==> src/sv/stc_pkg.sv <==
// Types, constants and per-byte step logic of the source text cleaner.
package stc_pkg;

  localparam logic [7:0] CH_SLASH = 8'h2F;
  localparam logic [7:0] CH_STAR  = 8'h2A;
  localparam logic [7:0] CH_SEMI  = 8'h3B;
  localparam logic [7:0] CH_NL    = 8'h0A;
  localparam logic [7:0] CH_SPACE = 8'h20;

  // Scanner comment mode
  typedef enum logic [1:0] {
    MODE_TEXT  = 2'd0,
    MODE_LINE  = 2'd1,
    MODE_BLOCK = 2'd2
  } cln_mode_t;

  // Scanner state carried from byte to byte
  typedef struct packed {
    cln_mode_t  mode;        // text, line comment, block comment
    logic       pend_v;      // a slash or star is held as lookahead
    logic       prev_slash;  // raw byte before the judged one was a slash
    logic       lhc;         // current output line already has content
  } cln_state_t;

  // Working set of one step: state plus up to two emitted bytes
  typedef struct packed {
    cln_state_t st;
    logic [1:0] cnt;
    logic [7:0] b0;
    logic [7:0] b1;
  } cln_work_t;

  // One result word as it sits in the output queue
  typedef struct packed {
    logic [7:0] char_out;
    logic       char_valid;
    logic       last;
  } out_word_t;

  localparam cln_state_t STATE_RESET = '{mode: MODE_TEXT, pend_v: 1'b0,
                                         prev_slash: 1'b0, lhc: 1'b0};

  // Append a byte; a third byte of a step is never delivered
  function automatic cln_work_t emit(cln_work_t w, logic [7:0] b);
    cln_work_t r;
    r = w;
    if (w.cnt == 2'd0) begin
      r.b0  = b;
      r.cnt = 2'd1;
    end else if (w.cnt == 2'd1) begin
      r.b1  = b;
      r.cnt = 2'd2;
    end
    return r;
  endfunction

  // Semicolon to newline, leading spaces and empty lines dropped
  function automatic cln_work_t put_clean(cln_work_t w, logic [7:0] b_in);
    cln_work_t r;
    logic [7:0] b;
    r = w;
    b = (b_in == CH_SEMI) ? CH_NL : b_in;
    if (b == CH_NL) begin
      if (w.st.lhc) begin
        r = emit(r, CH_NL);
        r.st.lhc = 1'b0;
      end
    end else if (!(b == CH_SPACE && !w.st.lhc)) begin
      r = emit(r, b);
      r.st.lhc = 1'b1;
    end
    return r;
  endfunction

  // Feed one raw byte: judge held lookahead first, then take the byte
  function automatic cln_work_t feed(cln_work_t w, logic [7:0] c);
    cln_work_t r;
    logic consumed;
    r = w;
    consumed = 1'b0;
    if (w.st.pend_v) begin
      r.st.pend_v = 1'b0;
      unique case (w.st.mode)
        MODE_LINE: begin
          if (c == CH_SLASH) begin
            r.st.mode = MODE_TEXT;
            consumed  = 1'b1;
          end
          r.st.prev_slash = 1'b1;
        end
        MODE_BLOCK: begin
          if (c == CH_SLASH) begin
            r.st.mode       = MODE_TEXT;
            r.st.prev_slash = 1'b1;
            consumed        = 1'b1;
          end else begin
            r.st.prev_slash = 1'b0;
          end
        end
        default: begin
          if (c == CH_SLASH) begin
            r.st.mode       = MODE_LINE;
            r.st.prev_slash = 1'b1;
            consumed        = 1'b1;
          end else if (c == CH_STAR) begin
            r.st.mode       = MODE_BLOCK;
            r.st.prev_slash = 1'b0;
            consumed        = 1'b1;
          end else begin
            r = put_clean(r, CH_SLASH);
            r.st.prev_slash = 1'b1;
          end
        end
      endcase
    end
    if (!consumed) begin
      unique case (r.st.mode)
        MODE_LINE: begin
          if (c == CH_SLASH && !r.st.prev_slash) begin
            r.st.pend_v = 1'b1;
          end else begin
            if (c == CH_NL) begin
              r.st.mode = MODE_TEXT;
              r = put_clean(r, CH_NL);
            end
            r.st.prev_slash = (c == CH_SLASH);
          end
        end
        MODE_BLOCK: begin
          if (c == CH_STAR) begin
            r.st.pend_v = 1'b1;
          end else begin
            r.st.prev_slash = (c == CH_SLASH);
          end
        end
        default: begin
          r.st.mode = MODE_TEXT;
          if (c == CH_SLASH) begin
            r.st.pend_v = 1'b1;
          end else begin
            r = put_clean(r, c);
            r.st.prev_slash = 1'b0;
          end
        end
      endcase
    end
    return r;
  endfunction

endpackage

==> src/sv/stc_outq.sv <==
// Four-word result queue: takes up to two words per cycle, gives one.
module stc_outq (
  input  logic               clk,
  input  logic               rst_n,
  input  logic [1:0]         push_cnt,
  input  stc_pkg::out_word_t push0,
  input  stc_pkg::out_word_t push1,
  output logic               room,
  output logic               out_valid,
  input  logic               out_ready,
  output stc_pkg::out_word_t out_word
);

  stc_pkg::out_word_t mem [4];
  logic [1:0] wr_ptr_r, wr_ptr_nxt;
  logic [1:0] rd_ptr_r, rd_ptr_nxt;
  logic [2:0] cnt_r, cnt_nxt;
  logic       pop;

  assign out_valid = (cnt_r != 3'd0);
  assign out_word  = mem[rd_ptr_r];
  assign room      = (cnt_r <= 3'd2);
  assign pop       = out_valid && out_ready;

  // Pointer and fill bookkeeping
  always_comb begin
    wr_ptr_nxt = wr_ptr_r + push_cnt;
    rd_ptr_nxt = rd_ptr_r + {1'b0, pop};
    cnt_nxt    = cnt_r + {1'b0, push_cnt} - {2'b00, pop};
  end

  always_ff @(posedge clk) begin
    if (!rst_n) begin
      wr_ptr_r <= 2'd0;
      rd_ptr_r <= 2'd0;
      cnt_r    <= 3'd0;
    end else begin
      wr_ptr_r <= wr_ptr_nxt;
      rd_ptr_r <= rd_ptr_nxt;
      cnt_r    <= cnt_nxt;
    end
  end

  // Word storage
  always_ff @(posedge clk) begin
    if (push_cnt != 2'd0) begin
      mem[wr_ptr_r] <= push0;
    end
    if (push_cnt == 2'd2) begin
      mem[wr_ptr_r + 2'd1] <= push1;
    end
  end

endmodule

==> src/sv/source_text_cleaner.sv <==
// Source text cleaner top level: input register, per-byte step logic, result queue.
// Raw text enters one byte per word; the cleaned text leaves one byte per word.
// An input word is held in the input register, where the comment,
// semicolon, leading-space and empty-line rules are applied to it in a single
// pass, and its zero to two result words go into a four-word queue, from which
// the results are offered on the output port. A new input word is
// taken every cycle while the queue has room for two words, so the sustained
// rate is one input word per cycle, bounded by the output port's one word per
// cycle when items produce two results. The word marked in_last closes the
// text: its final result carries out_last (a word with out_char_valid low if
// nothing else is left), and the scanner state returns to its reset value.
module source_text_cleaner (
  input  logic       clk,
  input  logic       rst_n,
  input  logic       in_valid,
  output logic       in_ready,
  input  logic [7:0] in_char_in,
  input  logic       in_last,
  output logic       out_valid,
  input  logic       out_ready,
  output logic [7:0] out_char_out,
  output logic       out_char_valid,
  output logic       out_last
);

  logic                 in_v_r;
  logic [7:0]           char_r;
  logic                 last_r;
  stc_pkg::cln_state_t  st_r, st_nxt;
  stc_pkg::cln_work_t   w0, w1, wf;
  stc_pkg::out_word_t   push0, push1, q_word;
  logic [1:0]           push_cnt;
  logic                 room;
  logic                 fire;

  assign fire     = in_v_r && room;
  assign in_ready = !in_v_r || fire;

  // Input register
  always_ff @(posedge clk) begin
    if (!rst_n) begin
      in_v_r <= 1'b0;
    end else if (in_ready) begin
      in_v_r <= in_valid;
    end
  end

  always_ff @(posedge clk) begin
    if (in_valid && in_ready) begin
      char_r <= in_char_in;
      last_r <= in_last;
    end
  end

  // Step logic: the byte, then at end of text an implied closing newline unless a block comment is open
  always_comb begin
    w0     = '0;
    w0.st  = st_r;
    w1     = stc_pkg::feed(w0, char_r);
    wf     = w1;
    if (last_r) begin
      if (w1.st.mode == stc_pkg::MODE_BLOCK) begin
        wf.st.pend_v = 1'b0;
      end else begin
        wf = stc_pkg::feed(w1, stc_pkg::CH_NL);
      end
    end
    st_nxt = last_r ? stc_pkg::STATE_RESET : wf.st;
  end

  // Result words for the queue
  always_comb begin
    push0 = '{char_out: wf.b0, char_valid: 1'b1, last: 1'b0};
    push1 = '{char_out: wf.b1, char_valid: 1'b1, last: last_r};
    push_cnt = 2'd0;
    if (fire) begin
      push_cnt = wf.cnt;
      if (last_r && wf.cnt == 2'd0) begin
        push0    = '{char_out: 8'h00, char_valid: 1'b0, last: 1'b1};
        push_cnt = 2'd1;
      end else if (wf.cnt == 2'd1) begin
        push0.last = last_r;
      end
    end
  end

  // Scanner state
  always_ff @(posedge clk) begin
    if (!rst_n) begin
      st_r <= stc_pkg::STATE_RESET;
    end else if (fire) begin
      st_r <= st_nxt;
    end
  end

  stc_outq u_outq (
    .clk       (clk),
    .rst_n     (rst_n),
    .push_cnt  (push_cnt),
    .push0     (push0),
    .push1     (push1),
    .room      (room),
    .out_valid (out_valid),
    .out_ready (out_ready),
    .out_word  (q_word)
  );

  assign out_char_out   = q_word.char_out;
  assign out_char_valid = q_word.char_valid;
  assign out_last       = q_word.last;

endmodule

==> config.mk <==
export PLATFORM = sky130hd
export DESIGN_NAME = source_text_cleaner
export DESIGN_NICKNAME = d
export VERILOG_FILES = /design/src/sv/stc_pkg.sv /design/src/sv/stc_outq.sv /design/src/sv/source_text_cleaner.sv
export SDC_FILE = /design/constraint.sdc
export NUM_CORES = 1
export LEC_CHECK = 0
export BUFFER_PORTS_ARGS = -buffer_cell sky130_fd_sc_hd__buf_4
export CAP_MARGIN = 30
export CELL_PAD_IN_SITES_DETAIL_PLACEMENT = 0
export CELL_PAD_IN_SITES_GLOBAL_PLACEMENT = 1
export CORE_UTILIZATION = 30
export DETAILED_ROUTE_END_ITERATION = 7
export HOLD_SLACK_MARGIN = 0.05
export PLACE_DENSITY_LB_ADDON = 0.12
export SYNTH_ARGS = -nofsm -noshare
export SYNTH_HDL_FRONTEND = slang
export SYNTH_SLANG_ARGS = --single-unit
==> constraint.sdc <==
create_clock -name clk -period 6.1 [get_ports clk]
set_input_delay 0.305 -clock clk [delete_from_list [all_inputs] [get_ports clk]]
set_output_delay 0.305 -clock clk [all_outputs]
set_load 0.01 [all_outputs]
### Word level (Yosys, flattened, before mapping)

Memory sizes are Yosys's and may differ from the RTL's. A register that Yosys moved wholly into a read port is not among the register bits.
Cells that the tools add are included.
Widths: inputs -> output; s select.

| word-level totals | value |
|---|---|
| bits in registers | 22 |
| latch bits | 0 |
| memory bits (writable) | 40 |
| ROM bits | 0 |
| output and inout bits | 12 |
| word-level logic and storage cells | 126 |
| memories kept | 1 |

Memory list:

| name | depth | bits a word | read ports | clocked after memory_dff | write ports | line | text |
|---|---|---|---|---|---|---|---|
| u_outq.mem | 4 | 10 | 1 | 1 | 2 | stc_outq.sv:14 | `stc_pkg::out_word_t mem [4];` |

| operators by class | value |
|---|---|
| $add $sub $neg | 5 |
| $mul | 0 |
| div/mod/pow operators | 0 |
| order comparisons | 1 |
| equal/unequal tests | 18 |
| shifts and indexed selects | 0 |
| mux-type cells | 74 |
| bitwise logic cells | 0 |
| reduce and logical (&&, ||, !) cells | 17 |

Operators with widths:

| kind | number |
|---|---|
| $mux 23 | 6 |
| $mux 19 | 7 |
| $mux 8 | 13 |
| $mux 20 | 4 |
| $pmux 19 s2 | 1 |
| $mux 18 | 2 |
| $eq 8x6->1 const B | 4 |
| $mux 2 | 16 |
| $mux 1 | 18 |
| $eq 8x4->1 const B | 2 |
| $eq 2x1->1 const B | 7 |
| $eq 2x2->1 const B | 5 |
| $mux 10 | 1 |
| $mux 9 | 1 |
| $logic_not 2->1 | 4 |
| $pmux 2 s2 | 2 |
| $logic_and 1x1->1 | 6 |
| $mux 5 | 1 |
| $add 3x2->3 | 1 |
| $le 3x2->1 const B | 1 |
| $logic_not 1->1 | 3 |
| $mux 3 | 1 |
| $reduce_bool 3->1 | 1 |
| $sub 3x1->3 | 1 |
| other kinds (7) | 7 |

### Depth between registers and ports, before layout

Gate-level depths: netlist of run 1.

| depth | value |
|---|---|
| depth after elaboration | 34 |
| gate-level depth with buffers | 25 |
| depth with buffers taken out | 23 |

### Hierarchy

Synthesis of run 1 repeated with hierarchy kept, for this count alone.

| second synthesis, totals | value |
|---|---|
| cells, all modules | 352 |
| area, all modules | 4154.0 µm² |

Modules (own cells, without submodules):

| module | times used | cells an instance | area an instance (µm²) | seq. area each (µm²) |
|---|---|---|---|---|
| stc_outq | 1 | 142 | 2478.6 | 1341.3 |
| source_text_cleaner | 1 | 210 | 1675.4 | 390.4 |

### Worst setup path before layout of run 1

No wires, ideal clock.

| timing path | value |
|---|---|
| path kind | flip-flop to flip-flop |
| start point | reg char_r[4] |
| end point | reg u_outq.cnt_r[2] |
| arrival time | 4.774 ns |
| data required time | 5.985 ns |
| setup slack | 1.211 ns |
| cell stages (with the launch flop) | 23 |
| buffers on the path | 2 |
| cell sequence | edfxtp_1 > buf_6 > or4b_4 > o31a_1 > buf_6 > nor2_4 > inv_1 > ha_1 > inv_1 > a2111o_1 > o211a_1 > a211oi_2 > inv_1 > ha_1 > o21a_1 > ha_1 > nand3_1 > mux2i_1 > or2_2 > ha_1 > fa_1 > xnor2_1 > and2_1 |

| between the ends | value |
|---|---|
| word-level cells in the longest chain between the ends | 33 |

Ends and longest elaborated chain:

| element | line | text |
|---|---|---|
| start, declared | source_text_cleaner.sv:27 | `logic [7:0] char_r;` |
| start signal, assigned | source_text_cleaner.sv:50 | `char_r <= in_char_in;` |
| $eq 8x6->1 | stc_pkg.sv:105, stc_pkg.sv:130 |  |
| $mux 19 | stc_pkg.sv:105 | `end else if (c == CH_STAR) begin` |
| $mux 19 | stc_pkg.sv:101 | `if (c == CH_SLASH) begin` |
| $mux 19 | stc_pkg.sv:83 | `unique case (w.st.mode)` |
| $mux 23 | stc_pkg.sv:81 | `if (w.st.pend_v) begin` |
| $eq 2x1->1 | stc_pkg.sv:50 | `end else if (w.cnt == 2'd1) begin` |
| $mux 2 | stc_pkg.sv:50 |  |
| $mux 2 | stc_pkg.sv:47 | `if (w.cnt == 2'd0) begin` |
| [... 17 more ...] | -- |  |
| $mux 20 | source_text_cleaner.sv:62 | `if (w1.st.mode == stc_pkg::MODE_BLOCK) begin` |
| $mux 23 * | source_text_cleaner.sv:61 | `if (last_r) begin` |
| $logic_not 2->1 | source_text_cleaner.sv:78 | `if (last_r && wf.cnt == 2'd0) begin` |
| $logic_and 1x1->1 | source_text_cleaner.sv:78 |  |
| $mux 2 * | source_text_cleaner.sv:78 |  |
| $mux 2 * | source_text_cleaner.sv:76 | `if (fire) begin` |
| $add 3x2->3 * | stc_outq.sv:29 | `cnt_nxt = cnt_r + {1'b0, push_cnt} - {2'b00, pop};` |
| $sub 3x1->3 * | stc_outq.sv:29 |  |
| end signal, assigned | stc_outq.sv:40 | `cnt_r <= cnt_nxt;` |
| end, declared | stc_outq.sv:17 | `logic [2:0] cnt_r, cnt_nxt;` |

Every way passes the cells marked *; elsewhere a longest branch is shown, timed or not. The select of a mux whose other input is x is not followed.
A chain may end at the register's enable or synchronous reset.

### Final worst setup path of run 1

Same ends and word-level chain as after synthesis.

==> results of run 1 <==
worst paths after layout:
check	to	cells after the start	from	slack, ps
max	u_outq.cnt_r[2]	19	char_r[4]	590
min	char_r[0]	1	in_char_in[0]	150
max reg2reg	u_outq.cnt_r[2]	19	char_r[4]	590
min reg2reg	u_outq.mem[2][1]	2	u_outq.mem[2][1]	470
flip-flops by register name, indices dropped and copies added (netlist names):
name             flops
u_outq.wr_ptr_r      2
u_outq.mem          40
last_r               1
u_outq.cnt_r         3
char_r               8
u_outq.rd_ptr_r      2
in_v_r               1
st_r                 5
synth_stat cells, drive strengths merged, types with 3 or more instances:
master and count:
o22ai 32, mux4 10, ha 19, a21o 3, xnor2 3, inv 22
nor2 21, a21boi 5, nand4 6, a21oi 14, nand2b 6, nor2b 8
o21ai 18, mux2i 5, buf 5, clkbuf 15, nor3 6, nand2 34
a211oi 9, and2 15, edfxtp 45, xor2 4, nor4 5, nor4b 3
dfxtp 17, a31oi 8, o211ai 5, o31a 3, nand3 19, and3 4
layout make-up:
| class | count | area share [%] |
|---|---|---|
| clock inverter | 6 | 1.16 |
| multi-input combinational | 296 | 46.7 |
| tap | 176 | 4.74 |
| sequential | 62 | 36.4 |
| clock buffer | 9 | 4.85 |
| inverter | 22 | 1.78 |
| timing repair buffer | 27 | 4.36 |
where the power goes:
| group | switching [mW] | total [mW] | internal (mW) | leakage, nW |
|---|---|---|---|---|
| Sequential | 0.0637 | 0.569 | 0.505 | 0.550 |
| Clock | 0.174 | 0.482 | 0.308 | 0.134 |
| Combinational | 0.160 | 0.337 | 0.177 | 0.959 |
cell families (layout without fill, tap and decap cells):
kind of cell,after synthesis,count (layout)
AND/OR/NAND/NOR,139,139
AO/OA/AOI/OAI,114,114
flip-flops,62,62
buffers and inverters,42,64
adder cells (fa/ha/maj),20,20
multiplexers,16,16
XOR/XNOR,7,7
layer usage:
metal / global-route usage (%) / vias to the layer above
met4: 6.49 / 0
met3: 4.07 / 18
met1: 21.3 / 1521
li1: - / 1574
met5: 0 / -
met2: 26.1 / 53
worst register-to-register path, cell delays in order, from the launching register on:
cell,delay [ps]
edfxtp_1,520
or4b_4,630
nor2_4,190
a41oi_1,140
o21ai_0,320
inv_1,80
ha_1,660
inv_1,200
a211oi_1,260
o21ai_1,180
o21bai_1,250
o21a_1,240
ha_1,220
nand3_1,90
mux2i_1,170
or2_2,370
ha_1,220
fa_1,380
xnor2_1,130
and2_1,150
through the flow:
| step | hold slack (ps) | utilization [%] | cells | worst slack [ps] | instance area (um^2) |
|---|---|---|---|---|---|
| finish | 146 | 35.2 | 598 | 585 | 4650 |
| global route | 123 | 35.2 | 598 | 23.5 | 4650 |
| CTS | 129 | 35.2 | 598 | 595 | 4650 |
| detailed placement | 463 | 33.1 | 583 | 623 | 4370 |
| global placement | 460 | 33.1 | 583 | 643 | 4370 |
| floorplan | 404 | - | 400 | 1210 | 4040 |
==> summary.md, run 1 <==
| Metric | Value |
|---|---|
| Status | `completed` |
| Leading area contributor after synthesis | `edfxtp_1` |
| Net count, final | `451` |
| Post_cts resized | `0` |
| Adder-cell share of the synthesized area | `6.38%` |
| Area occupied by multi-input gates | `2170 um^2` |
| Crit Path Class | `register to register` |
| Top cell type's share of synthesized area | `33.5%` |
| Yosys warns | `0` |
| Vias in the first global route | `3200` |
| Ratio of cells with drive above 1 in the final layout | `16.1%` |
| Compound-Gate Fraction of Synth Area | `19.4%` |
| Post-synth EDFFs | `45` |
| Final hold violation count | `0` |
| # DRC | `0` |
| Mapped Area | `4040 um^2` |
| Rel. slew slack | `39.4%` |
| Largest net degree at the start of global routing | `20` |
| WL/cell | `17.5 um` |
| Syn Nets | `433` |
| Max VDD drop | `0.108 mV` |
| CP Cell Sequence | `or4b_4 > nor2_4 > a41oi_1 > o21ai_0 > inv_1 > ha_1 > inv_1 > a211oi_1 > o21ai_1 > o21bai_1 > o21a_1 > ha_1 > nand3_1 > mux2i_1 > or2_2 > ha_1 > fa_1 > xnor2_1 > and2_1` |
| Root buffer cell | `clkbuf_16` |
| Core footprint | `13200 um^2` |
| Xor/xnor cell area share of the yosys netlist | `1.52%` |
| RSZ-0062 raised after global routing | `false` |
| Area delta synth->final | `15.1%` |
| Fill cells | `1341` |
| Die Ht | `118 um` |
| Fmax | `0.181 GHz` |
| Final worst path period share | `90.4%` |
| Final setup violation count | `0` |
| Final Slew Violations | `0` |
| Antenna-violating nets left | `0` |
| Leading cell type in the layout, fill and taps excluded | `edfxtp_1` |
| Mux share of post-synthesis cell area | `7.19%` |
| Initial Util | `30.6%` |
| CP max stage cell | `ha_1` |
| CP Buf/Inv Count | `2` |
| Post-DP HPWL | `8.08 mm` |
| HP Class | `input pin to register` |
| Reg area | `1690 um^2` |
| Main synth FF type | `edfxtp_1` |
| Worst setup EP type | `register` |
| Post-CTS Hold Buffers | `0` |
| Commonest non-fill, non-tap cells in the layout | `45 x edfxtp_1, 32 x o22ai_1, 31 x nand2_1, 27 x buf_4, 21 x inv_1` |
| DR WL met3 | `238 um` |
| Routed WL | `10.5 mm` |
| Top Layer Used | `met4` |
| Largest family of logic cells by synthesized area | `compound AO/OA/AOI/OAI gates` |
| DR vias/cell | `5.29` |
| Synth Instances | `400` |
| Worst setup SP type | `register` |
| First-pass GRT wire length | `17.5 mm` |
| Setup tns final | `0 ps` |
| Met2 routed WL | `5.00 mm` |
| Total global-route track usage | `16.4%` |
| CP delay by family, top | `adder cells` |
| Seq/Total Area, Yosys | `41.9%` |
| Tightest Pin Transition | `897 ps` |
| Clock Skew | `7.19 ps` |
| Max-Cap Viols | `0` |
| Worst stage delay on the critical path | `660 ps` |
| FFs w/ async S/R, synth | `0%` |
| Count of clock tree sinks | `62` |
| Latest clock arrival within the worst-skew pair | `330 ps` |
| Drt initial violations | `132` |
| CTS tree | `yes` |
| Leakage | `1.64 nW` |
| Die width | `118 um` |
| M1 WL | `4.99 mm` |
| Ant diodes | `0` |
| Io pins | `25` |
| Worst EP required | `6320 ps` |
| Via count | `3166` |
| Clock transition at path regs | `50 ps` |
| Htree depth | `3` |
| Final Critical Period | `5510 ps` |
| Detailed-router iteration count before antenna repair | `6` |
| RePlAce Congestion | `0.819` |
| TritonCTS Buffers | `9` |
| Die area | `13900 um^2` |
| Row count | `42` |
| GRT overflow | `0` |
| Simple-gate share of the synthesized area | `19.3%` |
| Mapped Avg Cell Area | `10.1 um^2` |
| Overall power | `1.39 mW` |
| Initial antenna violation count | `0` |
| Post-CTS setup buffer count | `0` |
| Clock Path Buffers | `2` |
| Crit path arrival time | `5740 ps` |
| CP most frequent cell | `ha_1` |
| Synth unique cells | `67` |
| Port bufs | `24` |
| #FFs+latches synth | `62` |
| Synth top area cells | `edfxtp_1 33%, dfxtp_1 8.4%, ha_1 5.9%` |
| Peak fanout along the critical path | `19` |
| Pwr dens | `299 nW/um^2` |
No activity file was read; power rests on OpenSTA's default activity.
==> inputs of run 2 (changes only) <==
- ABC_AREA: not set -> 1
==> run 2 against run 1 <==
  * Clock power rose by 15%
  * Clock-buffer cell count rose by 1
  * Fmax grew 5.0%
  * Critical path type unchanged
  * Largest cell class unchanged
==> summary.md, run 2 <==
| Metric | Value |
|---|---|
| Reg2reg path depth | `22` |
| Mapped Area | `4170 um^2` |
| Biggest regs | `u_outq.mem x40, char_r x8, st_r x5` |
| Final setup violation count | `0` |
| HP Class | `input pin to register` |
| RePlAce Congestion | `0.871` |
| Area delta synth->final | `15.5%` |
| Tightest Pin Transition | `913 ps` |
| Yosys warns | `0` |
| Max-Cap Viols | `0` |
| Post_cts resized | `0` |
| Clock transition at path regs | `60 ps` |
| Antenna-violating nets left | `0` |
| Leading cell type in the layout, fill and taps excluded | `nand2_1` |
| Final worst path period share | `86.1%` |
| Worst EP required | `6080 ps` |
| Final Slew Violations | `0` |
| Top-count cell post-synth | `nand2_1` |
| Die area | `14400 um^2` |
| Max VDD drop | `0.126 mV` |
| Core footprint | `13400 um^2` |
| Via count | `3510` |
| Leakage | `2.23 nW` |
| TritonCTS Buffers | `9` |
| RSZ-0062 raised after global routing | `false` |
| Commonest non-fill, non-tap cells in the layout | `140 x nand2_1, 75 x inv_1, 50 x nor2_1, 45 x nand3_1, 45 x edfxtp_1` |
| Total global-route track usage | `16.6%` |
| Die width | `120 um` |
| Seq/Total Area, Yosys | `40.6%` |
| Rel. slew slack | `38.9%` |
| Leading area contributor after synthesis | `edfxtp_1` |
| Post-synth EDFFs | `45` |
| Htree depth | `3` |
| #FFs+latches synth | `62` |
| Row count | `42` |
| Worst setup SP type | `register` |
| Port bufs | `24` |
| CTS tree | `yes` |
| Fmax | `0.190 GHz` |
| Final Critical Period | `5250 ps` |
| Crit Path Class | `register to register` |
| Worst setup EP type | `register` |
| Setup tns final | `0 ps` |
| Crit path arrival time | `5240 ps` |
| Initial Util | `31.1%` |
| GRT overflow | `0` |
| Syn Nets | `586` |
| Max reg flops | `40` |
| Top cell type's share of synthesized area | `32.4%` |
| Count of clock tree sinks | `62` |
| Final hold violation count | `0` |
| Status | `completed` |
| Die Ht | `120 um` |
| Ant diodes | `0` |
| Initial antenna violation count | `0` |
| Hold path depth | `1` |
| Synth top area cells | `edfxtp_1 32%, nand2_1 13%, dfxtp_1 8.2%` |
| Ratio of cells with drive above 1 in the final layout | `14.1%` |
| Largest net degree at the start of global routing | `23` |
| Detailed-router iteration count before antenna repair | `5` |
| Clock Skew | `13.4 ps` |
| Post-CTS Hold Buffers | `0` |
| Synth Instances | `553` |
| Main synth FF type | `edfxtp_1` |
| Post-CTS setup buffer count | `0` |
| CP Cell Sequence | `inv_1 > ha_1 > nand2_1 > inv_1 > nand3_2 > a21oi_1 > inv_1 > ha_1 > inv_1 > o21ai_0 > nand2_1 > inv_1 > nand2_1 > ha_1 > a21oi_1 > inv_1 > ha_1 > nand3_1 > nand2_1 > nor3_2 > inv_1 > nand2_1` |
| CP most frequent cell | `inv_1` |
| Pwr dens | `320 nW/um^2` |
| CP max stage cell | `nor3_2` |
| Reg with most FFs | `u_outq.mem` |
| # DRC | `0` |
| First-pass GRT wire length | `18.3 mm` |
| Clock Path Buffers | `2` |
| DR vias/cell | `4.64` |
| Hold WS | `138 ps` |
| Synth unique cells | `39` |
| Ranking of synthesized cells by instance count | `140 x nand2_1, 75 x inv_1, 50 x nor2_1` |
| Peak fanout along the critical path | `12` |
| Root buffer cell | `clkbuf_16` |
| Io pins | `25` |
| Mapped Avg Cell Area | `7.53 um^2` |
| FFs w/ async S/R, synth | `0%` |
| Routed WL | `11.1 mm` |
| Latest clock arrival within the worst-skew pair | `340 ps` |
| Drt initial violations | `215` |
| Net count, final | `608` |
| Vias in the first global route | `3544` |
| WL/cell | `14.7 um` |
| Post-DP HPWL | `8.74 mm` |
| Worst stage delay on the critical path | `610 ps` |
## run 2: cell count changes in the layout (fill, tap and decap cells not counted), moves of 10 or more
cell	before	now
inv_1	21	75
nor2_1	19	50
o22ai_1	32	10
mux4_2	10	0
nand2_1	31	140
and2_1	15	0
nand3_1	17	45
o21ai_0	12	40
## run 2: cell type report
cell class,count,area (um^2)
clock inverters,6,85.1
fillers,1426,8590
inverters,85,319
multi-input cells,393,2090
well taps,176,220
clock buffers,10,229
repair buffers,24,180
flip-flops and latches,62,1690
## run 2: power breakdown
part	leakage (nW)	internal, mW	switching, mW
sequential	0.575	0.518	0.0481
clock	0.151	0.357	0.195
combinational	1.51	0.163	0.258
## run 2: cells by family (layout without fill, tap and decap cells)
| group | count (synthesis) | in the layout | share of synthesized area [%] |
|---|---|---|---|
| buf+inv | 98 | 125 | 9.31 |
| simple gates | 279 | 279 | 31.4 |
| xor+xnor | 3 | 3 | 0.631 |
| compound gates | 91 | 91 | 11.8 |
| fa+ha+maj | 20 | 20 | 6.19 |
| flops | 62 | 62 | 40.6 |
## run 2: worst max-delay path: cells and delay by family (launching register included)
family | cells | cell delay [ps]
compound gates | 3 | 650
simple gates | 8 | 1570
fa+ha+maj | 4 | 1450
buf+inv | 7 | 840
flops | 1 | 370
## run 2: path summary, 6_finish.rpt
path,start,endpoint,slack (ps)
max,st_r[3],u_outq.mem[3][3],850
min,in_char_in[6],char_r[6],140
max reg2reg,st_r[3],u_outq.mem[3][3],850
min reg2reg,u_outq.mem[2][1],u_outq.mem[2][1],460
## run 2: routing by layer
metal  part of all wire [%]  GRT usage, %
met5                      0             0
met4                    1.7          5.08
met3                    3.1          3.94
met2                     48          28.3
met1                     47          20.7
## run 2: per-stage QoR
stage	total power, mW	cell area, um^2	std cells	worst slack, ps	utilization (%)
after detailed placement	1.00	4500	740	823	33.6
final	1.54	4810	756	847	35.9
after floorplan	0.844	4170	553	1570	-
after global routing	1.64	4810	756	357	35.9
after CTS	1.57	4810	756	805	35.9
after global placement	0.998	4500	740	960	33.6
